==> config.mk <==
export PLATFORM = sky130hd
export DESIGN_NAME = grammar_rule_lexer
export DESIGN_NICKNAME = d
export VERILOG_FILES = /design/src/rtl/grl_pkg.sv /design/src/rtl/grammar_rule_lexer.sv /design/src/rtl/grl_front.sv /design/src/rtl/grl_queue.sv /design/src/rtl/grl_back.sv
export SDC_FILE = /design/constraint.sdc
export NUM_CORES = 1
export LEC_CHECK = 0
export ABC_AREA = 1
export BUFFER_PORTS_ARGS = -buffer_cell sky130_fd_sc_hd__buf_2
export CAP_MARGIN = 20
export CORE_AREA = 8 8 207 209
export DETAILED_ROUTE_END_ITERATION = 12
export DIE_AREA = 0 0 215 217
export HOLD_SLACK_MARGIN = 0.03
export PLACE_DENSITY_LB_ADDON = 0.25
export SKIP_CTS_REPAIR_TIMING = 1
export SYNTH_ARGS = -nofsm -noshare
export SYNTH_HDL_FRONTEND = slang
export SYNTH_SLANG_ARGS = --single-unit
==> constraint.sdc <==
create_clock -name clk -period 9.3 [get_ports clk]
set_clock_uncertainty 0.1 [all_clocks]
set_input_delay 0 -clock clk [delete_from_list [all_inputs] [get_ports clk]]
set_output_delay 0 -clock clk [all_outputs]
set_load 0.01 [all_outputs]
==> src/rtl/grl_pkg.sv <==
`timescale 1ns / 1ps
// Shared types and constants for the grammar rule lexer.
// Used by grl_front, grl_queue, grl_back and grammar_rule_lexer; no dependencies.
package grl_pkg;

  // Most token events one source character can release
  localparam int MAX_EV     = 6;
  localparam int EV_CNT_W   = $clog2(MAX_EV + 1);
  localparam int EV_IDX_W   = $clog2(MAX_EV);

  // Depth of the queue between front and back
  localparam int QUEUE_DEPTH = 4;
  localparam int QPTR_W      = $clog2(QUEUE_DEPTH);
  localparam int QCNT_W      = $clog2(QUEUE_DEPTH + 1);

  // Token kinds
  localparam logic [3:0] K_OPEN        = 4'd0;
  localparam logic [3:0] K_CLOSE       = 4'd1;
  localparam logic [3:0] K_AND         = 4'd2;
  localparam logic [3:0] K_OR          = 4'd3;
  localparam logic [3:0] K_DEFINE      = 4'd4;
  localparam logic [3:0] K_DEFINE_END  = 4'd5;
  localparam logic [3:0] K_IDENT_CHAR  = 4'd6;
  localparam logic [3:0] K_IDENT_END   = 4'd7;
  localparam logic [3:0] K_LIT_CHAR    = 4'd8;
  localparam logic [3:0] K_LIT_END     = 4'd9;
  localparam logic [3:0] K_ERR_LIT     = 4'd10;
  localparam logic [3:0] K_ERR_COMMENT = 4'd11;
  localparam logic [3:0] K_SOURCE_END  = 4'd12;

  // Character codes
  localparam logic [7:0] CH_NUL    = 8'h00;
  localparam logic [7:0] CH_NL     = 8'h0A;
  localparam logic [7:0] CH_SPACE  = 8'h20;
  localparam logic [7:0] CH_QUOTE  = 8'h22;
  localparam logic [7:0] CH_AMP    = 8'h26;
  localparam logic [7:0] CH_OPEN   = 8'h28;
  localparam logic [7:0] CH_CLOSE  = 8'h29;
  localparam logic [7:0] CH_STAR   = 8'h2A;
  localparam logic [7:0] CH_MINUS  = 8'h2D;
  localparam logic [7:0] CH_SLASH  = 8'h2F;
  localparam logic [7:0] CH_SEMI   = 8'h3B;
  localparam logic [7:0] CH_GT     = 8'h3E;
  localparam logic [7:0] CH_BSLASH = 8'h5C;
  localparam logic [7:0] CH_BAR    = 8'h7C;

  typedef enum logic [2:0] {
    MODE_IDLE    = 3'd0,
    MODE_IDENT   = 3'd1,
    MODE_LIT     = 3'd2,
    MODE_LIT_ESC = 3'd3,
    MODE_LINE    = 3'd4,
    MODE_BLOCK   = 3'd5
  } scan_mode_t;

  // Events released by one source character
  typedef struct packed {
    logic [EV_CNT_W-1:0]        cnt;
    logic [MAX_EV-1:0][3:0]     kind;
    logic [MAX_EV-1:0][7:0]     chr;
  } bundle_t;

endpackage

==> src/rtl/grammar_rule_lexer.sv <==
`timescale 1ns / 1ps
// Grammar rule lexer: one source character in per item, token events out,
// one per item. Built from grl_front, grl_queue and grl_back; uses grl_pkg.
//
// Send the source one character per item on the in_ channel with in_tlast on
// its final character. Each character releases zero to six token events on
// the out_ channel (kind in out_tuser, character in out_tdata, out_tlast on the
// last event a character caused); characters that only extend a comment,
// whitespace or a held mark release none. The front end decodes a character
// in the cycle it is taken and can take one every cycle while the four-deep
// bundle queue has room; the back end sends one event per cycle while the
// receiver holds out_tready high. A character's first event passes through
// the bundle queue and then the output register, at the earliest, before
// out_tvalid offers it. Error events (unterminated literal or block
// comment) come just before source_end; discarding the tokens of such a source
// is up to the user.
module grammar_rule_lexer (
  input  logic       clk,
  input  logic       rst_n,
  input  logic       in_tvalid,
  output logic       in_tready,
  input  logic [7:0] in_tdata,   // [7:0] text_char
  input  logic       in_tlast,   // end_of_source
  output logic       out_tvalid,
  input  logic       out_tready,
  output logic [7:0] out_tdata,  // [7:0] token_char
  output logic [3:0] out_tuser,  // [3:0] token_kind
  output logic       out_tlast   // last_of_item
);

  logic             q_push;
  logic             q_can_push;
  logic             q_pop;
  logic             q_head_valid;
  grl_pkg::bundle_t q_push_data;
  grl_pkg::bundle_t q_head;

  grl_front u_front (
    .clk        (clk),
    .rst_n      (rst_n),
    .in_tvalid  (in_tvalid),
    .in_tready  (in_tready),
    .in_tdata   (in_tdata),
    .in_tlast   (in_tlast),
    .q_can_push (q_can_push),
    .q_push     (q_push),
    .q_data     (q_push_data)
  );

  grl_queue u_queue (
    .clk        (clk),
    .rst_n      (rst_n),
    .push       (q_push),
    .push_data  (q_push_data),
    .can_push   (q_can_push),
    .pop        (q_pop),
    .head_valid (q_head_valid),
    .head       (q_head)
  );

  grl_back u_back (
    .clk        (clk),
    .rst_n      (rst_n),
    .head_valid (q_head_valid),
    .head       (q_head),
    .pop        (q_pop),
    .out_tvalid (out_tvalid),
    .out_tready (out_tready),
    .out_tdata  (out_tdata),
    .out_tuser  (out_tuser),
    .out_tlast  (out_tlast)
  );

endmodule

==> src/rtl/grl_front.sv <==
`timescale 1ns / 1ps
// Front end: accepts source characters, tracks the scan state and builds
// the event bundle each character releases. Depends on grl_pkg.
module grl_front (
  input  logic              clk,
  input  logic              rst_n,
  input  logic              in_tvalid,
  output logic              in_tready,
  input  logic [7:0]        in_tdata,   // [7:0] text_char
  input  logic              in_tlast,   // end_of_source
  input  logic              q_can_push,
  output logic              q_push,
  output grl_pkg::bundle_t  q_data
);

  typedef struct packed {
    grl_pkg::scan_mode_t mode;
    logic [7:0]          held_c;
    logic                held_v;
    logic                aft;
    grl_pkg::bundle_t    ev;
  } lex_t;

  grl_pkg::scan_mode_t mode_r, mode_nxt;
  logic [7:0]          held_c_r, held_c_nxt;
  logic                held_v_r, held_v_nxt;
  logic                aft_r, aft_nxt;
  logic                accept;
  lex_t                cur;
  lex_t                step;

  function automatic lex_t f_emit(lex_t s, logic [3:0] k, logic [7:0] c);
    lex_t r;
    r = s;
    if (r.ev.cnt < grl_pkg::EV_CNT_W'(grl_pkg::MAX_EV)) begin
      r.ev.kind[r.ev.cnt] = k;
      r.ev.chr[r.ev.cnt]  = c;
      r.ev.cnt = r.ev.cnt + grl_pkg::EV_CNT_W'(1);
    end
    return r;
  endfunction

  function automatic lex_t f_close(lex_t s);
    lex_t r;
    r = s;
    if (r.mode == grl_pkg::MODE_IDENT) begin
      r = f_emit(r, grl_pkg::K_IDENT_END, grl_pkg::CH_NUL);
      r.aft = 1'b1;
    end
    r.mode = grl_pkg::MODE_IDLE;
    return r;
  endfunction

  function automatic lex_t f_put_ident(lex_t s, logic [7:0] c);
    lex_t r;
    r = s;
    if (r.mode != grl_pkg::MODE_IDENT) begin
      if (r.aft) begin
        r = f_emit(r, grl_pkg::K_AND, grl_pkg::CH_NUL);
      end
      r.mode = grl_pkg::MODE_IDENT;
    end
    r = f_emit(r, grl_pkg::K_IDENT_CHAR, c);
    return r;
  endfunction

  // Character between tokens or inside an identifier, nothing held
  function automatic lex_t f_plain(lex_t s, logic [7:0] c);
    lex_t r;
    r = s;
    unique case (c) inside
      grl_pkg::CH_SPACE, grl_pkg::CH_NL: begin
        r = f_close(r);
      end
      grl_pkg::CH_OPEN: begin
        r = f_close(r);
        if (r.aft) begin
          r = f_emit(r, grl_pkg::K_AND, grl_pkg::CH_NUL);
        end
        r = f_emit(r, grl_pkg::K_OPEN, grl_pkg::CH_NUL);
        r.aft = 1'b0;
      end
      grl_pkg::CH_CLOSE: begin
        r = f_close(r);
        r = f_emit(r, grl_pkg::K_CLOSE, grl_pkg::CH_NUL);
        r.aft = 1'b1;
      end
      grl_pkg::CH_AMP: begin
        r = f_close(r);
        r = f_emit(r, grl_pkg::K_AND, grl_pkg::CH_NUL);
        r.aft = 1'b0;
      end
      grl_pkg::CH_BAR: begin
        r = f_close(r);
        r = f_emit(r, grl_pkg::K_OR, grl_pkg::CH_NUL);
        r.aft = 1'b0;
      end
      grl_pkg::CH_SEMI: begin
        r = f_close(r);
        r = f_emit(r, grl_pkg::K_DEFINE_END, grl_pkg::CH_NUL);
        r.aft = 1'b0;
      end
      grl_pkg::CH_QUOTE: begin
        r = f_close(r);
        if (r.aft) begin
          r = f_emit(r, grl_pkg::K_AND, grl_pkg::CH_NUL);
        end
        r.mode = grl_pkg::MODE_LIT;
      end
      grl_pkg::CH_MINUS, grl_pkg::CH_SLASH, grl_pkg::CH_STAR: begin
        r.held_c = c;
        r.held_v = 1'b1;
      end
      default: begin
        r = f_put_ident(r, c);
      end
    endcase
    return r;
  endfunction

  // Resolve a held mark against its successor
  function automatic lex_t f_token(lex_t s, logic [7:0] c);
    lex_t       r;
    logic [7:0] h;
    r = s;
    h = r.held_c;
    if (!r.held_v) begin
      r = f_plain(r, c);
    end else begin
      r.held_v = 1'b0;
      r.held_c = grl_pkg::CH_NUL;
      if (h == grl_pkg::CH_MINUS && c == grl_pkg::CH_GT) begin
        r = f_close(r);
        r = f_emit(r, grl_pkg::K_DEFINE, grl_pkg::CH_NUL);
        r.aft = 1'b0;
      end else if (h == grl_pkg::CH_SLASH && c == grl_pkg::CH_SLASH) begin
        r = f_close(r);
        r.mode = grl_pkg::MODE_LINE;
      end else if (h == grl_pkg::CH_SLASH && c == grl_pkg::CH_STAR) begin
        r = f_close(r);
        r.mode = grl_pkg::MODE_BLOCK;
      end else if (h == grl_pkg::CH_STAR && c == grl_pkg::CH_SLASH) begin
        // stray block-comment close: drop it
        r = f_close(r);
      end else begin
        r = f_put_ident(r, h);
        r = f_plain(r, c);
      end
    end
    return r;
  endfunction

  function automatic lex_t f_step(lex_t s, logic [7:0] c, logic last);
    lex_t r;
    r = s;
    r.ev = '0;
    unique case (r.mode)
      grl_pkg::MODE_LIT: begin
        if (c == grl_pkg::CH_BSLASH) begin
          r = f_emit(r, grl_pkg::K_LIT_CHAR, c);
          r.mode = grl_pkg::MODE_LIT_ESC;
        end else if (c == grl_pkg::CH_QUOTE) begin
          r = f_emit(r, grl_pkg::K_LIT_END, grl_pkg::CH_NUL);
          r.aft  = 1'b1;
          r.mode = grl_pkg::MODE_IDLE;
        end else begin
          r = f_emit(r, grl_pkg::K_LIT_CHAR, c);
        end
      end
      grl_pkg::MODE_LIT_ESC: begin
        r = f_emit(r, grl_pkg::K_LIT_CHAR, c);
        r.mode = grl_pkg::MODE_LIT;
      end
      grl_pkg::MODE_LINE: begin
        if (c == grl_pkg::CH_NL) begin
          r.mode = grl_pkg::MODE_IDLE;
        end
      end
      grl_pkg::MODE_BLOCK: begin
        if (r.held_v && c == grl_pkg::CH_SLASH) begin
          r.held_v = 1'b0;
          r.held_c = grl_pkg::CH_NUL;
          r.mode   = grl_pkg::MODE_IDLE;
        end else begin
          r.held_v = (c == grl_pkg::CH_STAR);
          r.held_c = r.held_v ? c : grl_pkg::CH_NUL;
        end
      end
      grl_pkg::MODE_IDENT: begin
        r = f_token(r, c);
      end
      default: begin
        r.mode = grl_pkg::MODE_IDLE;
        r = f_token(r, c);
      end
    endcase

    if (last) begin
      if (r.mode == grl_pkg::MODE_IDLE || r.mode == grl_pkg::MODE_IDENT) begin
        if (r.held_v) begin
          r = f_put_ident(r, r.held_c);
        end
        r = f_close(r);
      end else if (r.mode == grl_pkg::MODE_LIT || r.mode == grl_pkg::MODE_LIT_ESC) begin
        r = f_emit(r, grl_pkg::K_ERR_LIT, grl_pkg::CH_NUL);
      end else if (r.mode == grl_pkg::MODE_BLOCK) begin
        r = f_emit(r, grl_pkg::K_ERR_COMMENT, grl_pkg::CH_NUL);
      end
      r = f_emit(r, grl_pkg::K_SOURCE_END, grl_pkg::CH_NUL);
      // back to reset for the next source
      r.mode   = grl_pkg::MODE_IDLE;
      r.held_c = grl_pkg::CH_NUL;
      r.held_v = 1'b0;
      r.aft    = 1'b0;
    end
    return r;
  endfunction

  assign accept = in_tvalid && q_can_push;

  always_comb begin
    cur.mode   = mode_r;
    cur.held_c = held_c_r;
    cur.held_v = held_v_r;
    cur.aft    = aft_r;
    cur.ev     = '0;
    step       = f_step(cur, in_tdata, in_tlast);
  end

  // Next state
  always_comb begin
    mode_nxt   = mode_r;
    held_c_nxt = held_c_r;
    held_v_nxt = held_v_r;
    aft_nxt    = aft_r;
    if (accept) begin
      mode_nxt   = step.mode;
      held_c_nxt = step.held_c;
      held_v_nxt = step.held_v;
      aft_nxt    = step.aft;
    end
  end

  // Outputs
  always_comb begin
    in_tready = q_can_push;
    q_push    = accept && (step.ev.cnt != '0);
    q_data    = step.ev;
  end

  always_ff @(posedge clk) begin
    if (!rst_n) begin
      mode_r   <= grl_pkg::MODE_IDLE;
      held_c_r <= grl_pkg::CH_NUL;
      held_v_r <= 1'b0;
      aft_r    <= 1'b0;
    end else begin
      mode_r   <= mode_nxt;
      held_c_r <= held_c_nxt;
      held_v_r <= held_v_nxt;
      aft_r    <= aft_nxt;
    end
  end

endmodule

==> src/rtl/grl_queue.sv <==
`timescale 1ns / 1ps
// Short queue of event bundles between the front and back ends.
// Depends on grl_pkg.
module grl_queue (
  input  logic              clk,
  input  logic              rst_n,
  input  logic              push,
  input  grl_pkg::bundle_t  push_data,
  output logic              can_push,
  input  logic              pop,
  output logic              head_valid,
  output grl_pkg::bundle_t  head
);

  grl_pkg::bundle_t                   slot_r [grl_pkg::QUEUE_DEPTH];
  logic [grl_pkg::QPTR_W-1:0]         wr_ptr_r, wr_ptr_nxt;
  logic [grl_pkg::QPTR_W-1:0]         rd_ptr_r, rd_ptr_nxt;
  logic [grl_pkg::QCNT_W-1:0]         cnt_r, cnt_nxt;
  logic                               do_push;
  logic                               do_pop;

  assign can_push   = (cnt_r != grl_pkg::QCNT_W'(grl_pkg::QUEUE_DEPTH));
  assign head_valid = (cnt_r != '0);
  assign head       = slot_r[rd_ptr_r];
  assign do_push    = push && can_push;
  assign do_pop     = pop && head_valid;

  always_comb begin
    wr_ptr_nxt = do_push ? wr_ptr_r + grl_pkg::QPTR_W'(1) : wr_ptr_r;
    rd_ptr_nxt = do_pop  ? rd_ptr_r + grl_pkg::QPTR_W'(1) : rd_ptr_r;
    cnt_nxt    = cnt_r;
    if (do_push && !do_pop) begin
      cnt_nxt = cnt_r + grl_pkg::QCNT_W'(1);
    end else if (do_pop && !do_push) begin
      cnt_nxt = cnt_r - grl_pkg::QCNT_W'(1);
    end
  end

  always_ff @(posedge clk) begin
    if (do_push) begin
      slot_r[wr_ptr_r] <= push_data;
    end
  end

  always_ff @(posedge clk) begin
    if (!rst_n) begin
      wr_ptr_r <= '0;
      rd_ptr_r <= '0;
      cnt_r    <= '0;
    end else begin
      wr_ptr_r <= wr_ptr_nxt;
      rd_ptr_r <= rd_ptr_nxt;
      cnt_r    <= cnt_nxt;
    end
  end

endmodule

==> src/rtl/grl_back.sv <==
`timescale 1ns / 1ps
// Back end: walks the head bundle into the output register, one event per
// cycle while the receiver takes them. Depends on grl_pkg.
module grl_back (
  input  logic              clk,
  input  logic              rst_n,
  input  logic              head_valid,
  input  grl_pkg::bundle_t  head,
  output logic              pop,
  output logic              out_tvalid,
  input  logic              out_tready,
  output logic [7:0]        out_tdata,  // [7:0] token_char
  output logic [3:0]        out_tuser,  // [3:0] token_kind
  output logic              out_tlast   // last_of_item
);

  logic [grl_pkg::EV_IDX_W-1:0] idx_r, idx_nxt;
  logic                         vld_r, vld_nxt;
  logic [3:0]                   kind_r, kind_nxt;
  logic [7:0]                   chr_r, chr_nxt;
  logic                         last_r, last_nxt;
  logic                         load;
  logic                         is_last;

  assign load    = head_valid && (!vld_r || out_tready);
  assign is_last = (grl_pkg::EV_CNT_W'(idx_r) + grl_pkg::EV_CNT_W'(1) == head.cnt);

  always_comb begin
    idx_nxt  = idx_r;
    vld_nxt  = vld_r && !out_tready;
    kind_nxt = kind_r;
    chr_nxt  = chr_r;
    last_nxt = last_r;
    pop      = 1'b0;
    if (load) begin
      vld_nxt  = 1'b1;
      kind_nxt = head.kind[idx_r];
      chr_nxt  = head.chr[idx_r];
      last_nxt = is_last;
      if (is_last) begin
        // bundle drained: release it and restart at its first event
        pop     = 1'b1;
        idx_nxt = '0;
      end else begin
        idx_nxt = idx_r + grl_pkg::EV_IDX_W'(1);
      end
    end
  end

  always_ff @(posedge clk) begin
    if (!rst_n) begin
      idx_r <= '0;
      vld_r <= 1'b0;
    end else begin
      idx_r <= idx_nxt;
      vld_r <= vld_nxt;
    end
  end

  always_ff @(posedge clk) begin
    kind_r <= kind_nxt;
    chr_r  <= chr_nxt;
    last_r <= last_nxt;
  end

  assign out_tvalid = vld_r;
  assign out_tdata  = chr_r;
  assign out_tuser  = kind_r;
  assign out_tlast  = last_r;

endmodule

==> run metrics <==
overall via count from detail_route=14900; share of cells above drive strength 1=0.108; die span in x=between 200 and 250 microns; TritonCTS clock tree=built; Setup Total Neg Slack=0 ns; layout net count=about 2000; cell count after synthesis=1931; multiplexer fraction of the synthesized cell area=0; routed via count divided by cell count=5.98; global-route wire length before repair=83400 microns; IR drop worst, VDD=0.160 mV; drt total wl=54000 microns; detailed router's first-iteration violation count=1725; leading cell type by number of instances after synthesis=edfxtp_1; complex-gate fraction of the synthesized area=0.187; tightest slew margin relative to the limit=0.299; DRT antenna net count=0; Top FF cell, synth=edfxtp_1; final clock period utilization by the worst path=0.733; wire length per cell=21.8 microns; Async SR Flop Fraction=0; Worst-Skew Late Latency=0.56 ns; Routability Congestion=0.991; Achievable Freq=147 MHz; remaining design rule violation count=0; maximum number of pins on one net before global-route repair=76; synthesized-area fraction occupied by adder cells=0.0148; maximum level of the CTS H-tree=2; Simple-Gate Fraction of Synth Area=0.186; number of global-route vias before repair=13900; area of the core=39500 sq um; pins over their slew limit=0; clock buffers created by TritonCTS=38; number of storage elements in the synthesis netlist=339; outcome=completed; HPWL reported at the end of detailed placement=roughly 36000 microns; transition at the pin with the smallest max-transition slack=roughly 1.0 ns; number of enable flip-flop cells after synthesis=313; number of setup violations in the final report=0; post-route core utilization=0.505; Die Span Y=217 microns; biggest area contributors in the synthesized netlist=edfxtp_1 (52%), o21ai_0 (6.6%), nand2_1 (5.7%); synthesis-to-finish area growth=10.8%; endpoint type of the worst setup path=flop; top cells by count, synth=edfxtp_1 (313), nand2_1 (271), nor2_1 (270); unrepaired setup endpoints after global routing=false; library cell appearing most often on the critical path=nand2_1; antenna violations before repair=0; final hold vios=0; Worst-path clk slew=0.08 ns; minimum clock period=6.82 ns; leakage power total=0.00735 uW; area of the die=46700 sq um; Post-Synth XOR/XNOR Area=0.00244; delay contributed by the slowest stage of the critical path=0.56 ns; clock sink count=339; Clock Tree Root=clkbuf_16; synthesis warning total=0; startpoint class of the critical path=flop; Initial DRT Pass Iterations=6; power density of the placed cells=262 nW/um^2; top-area cell type share of the netlist area=0.523; part of the Yosys area used for sequential elements=0.552; placed instance area=18600 sq um; Netlist Area Pre-Place=18000 sq um; master of the slowest instance on the critical path=nor2_4; WS Path Type=flop to flop; required time of the critical path=9.37 ns; combinational family with the most area after synthesis=compound AO/OA/AOI/OAI gates; initial core utilization=0.455; overflow left after global routing=0; ANT cells=0; number of max-capacitance violations reported=0; global router's overall resource usage=0.225; biggest fanout along the worst timing path=35; worst-case clock buffer depth=3; number of port buffers=27; area of all placed cells without fillers=around 20000 sq um; most area-hungry cell type in the Yosys netlist=edfxtp_1; post-synthesis average cell area=9.31 sq um; number of top-level design ports=28; Unique masters post-synth=slightly below 60; arrival time of the worst setup path=6.89 ns; number of rows in the core area=73; path category of the worst min-delay check=primary input to flop
==> area by class of cell <==
| cell class | count | area, sq um |
|---|---|---|
| Inverter | 166 | 627 |
| Fill cell | 3642 | 19500 |
| Multi-Input combinational cell | 1330 | 7060 |
| Tap cell | 525 | 657 |
| Clock buffer | 43 | 991 |
| Sequential cell | 339 | 9930 |
| Timing Repair Buffer | 53 | 382 |
| Clock inverter | 27 | 265 |
==> path summary, 6_finish.rpt <==
check / endpoint / depth (start not counted) / startpoint / slack [ns]
worst max register to register: u_queue.slot_r[1][1] / 30 / u_front.mode_r[1] / 2.48
worst min-delay path: u_queue.slot_r[3][18] / 3 / in_tdata[2] / 0.04
worst min register to register: flop / 2 / u_queue.rd_ptr_r[1] / 0.37
worst max-delay path: u_queue.slot_r[1][1] / 30 / u_front.mode_r[1] / 2.48
==> cells in the final DEF (no fill, tap or decap), types with 5 or more instances in the layout <==
cell type and count:
edfxtp_1 313, nand2_1 271, nor2_1 266, o21ai_0 238, inv_1 141, a21oi_1 108, nand3_1 91, o22ai_1 65
o221ai_1 47, clkbuf_16 39, o211ai_1 32, buf_2 27, nand2_2 24, dfxtp_1 23, inv_2 20, ha_1 18
buf_4 18, nor4_1 17, nand3_2 13, clkinv_1 12, nor3_1 12, nand2_4 10, nand4_1 10, a32oi_1 10
nor2_2 9, a22oi_1 9, nor2_4 8, a31oi_1 8, clkinv_2 7, o21ai_1 7, conb_1 6, o31ai_1 5
o32ai_1 5
==> sequential cells by signal (all words and copies together), names as in the netlist, 2 cells and up, named ones only <==
name and flops:
u_front.mode_r 3, u_back.idx_r 3, u_back.out_tuser 4, u_front.held_c_r 8
u_queue.slot_r 300, u_queue.wr_ptr_r 2, u_queue.rd_ptr_r 2, u_back.out_tdata 8
u_queue.cnt_r 3
==> cell families (layout without fill, tap and decap cells) <==
logic type | Yosys count | in the layout
adders and majority gates | 20 | 20
xor gates and xnor gates | 5 | 5
other | 2 | 6
buffers and inverters | 266 | 289
and+or+nand+nor | 741 | 741
DFF | 339 | 339
AOI/OAI and AO/OA | 558 | 558
==> worst max-delay path: cells and delay by family, from the launching register on <==
| kind | cells | cell delay, ns |
|---|---|---|
| AO/OA/AOI/OAI | 2 | 0.34 |
| adder cells (fa/ha/maj) | 4 | 1.09 |
| buffers and inverters | 6 | 1.32 |
| flip-flops | 1 | 0.37 |
| AND/OR/NAND/NOR | 18 | 3.14 |
==> report_power, final <==
group / switching (uW) / leakage, uW / internal [uW] / total, uW
sequential: 65.2 / 0.00317 / 2000 / 2060
combinational: 1210 / 0.00358 / 442 / 1650
clock: 615 / 0.000606 / 884 / 1500
==> metrics by stage <==
step	setup WS, ns	power, uW	hold WS (ns)	cells
after CTS	2.52	5230	-0.355	2478
after global placement	2.71	3700	0.215	2408
after floorplan	1.42	3190	0.153	1935
after global routing	1.93	5490	0.0372	2483
after detailed placement	2.52	3720	0.226	2408
final	2.48	5210	0.0443	2483
==> routing by layer <==
metal	GRT usage	share of wire
met1	0.311	0.43
met2	0.361	0.46
met3	0.0393	0.081
met4	0.0695	0.027
met5	0	0
(Power assumes the default switching activity.)
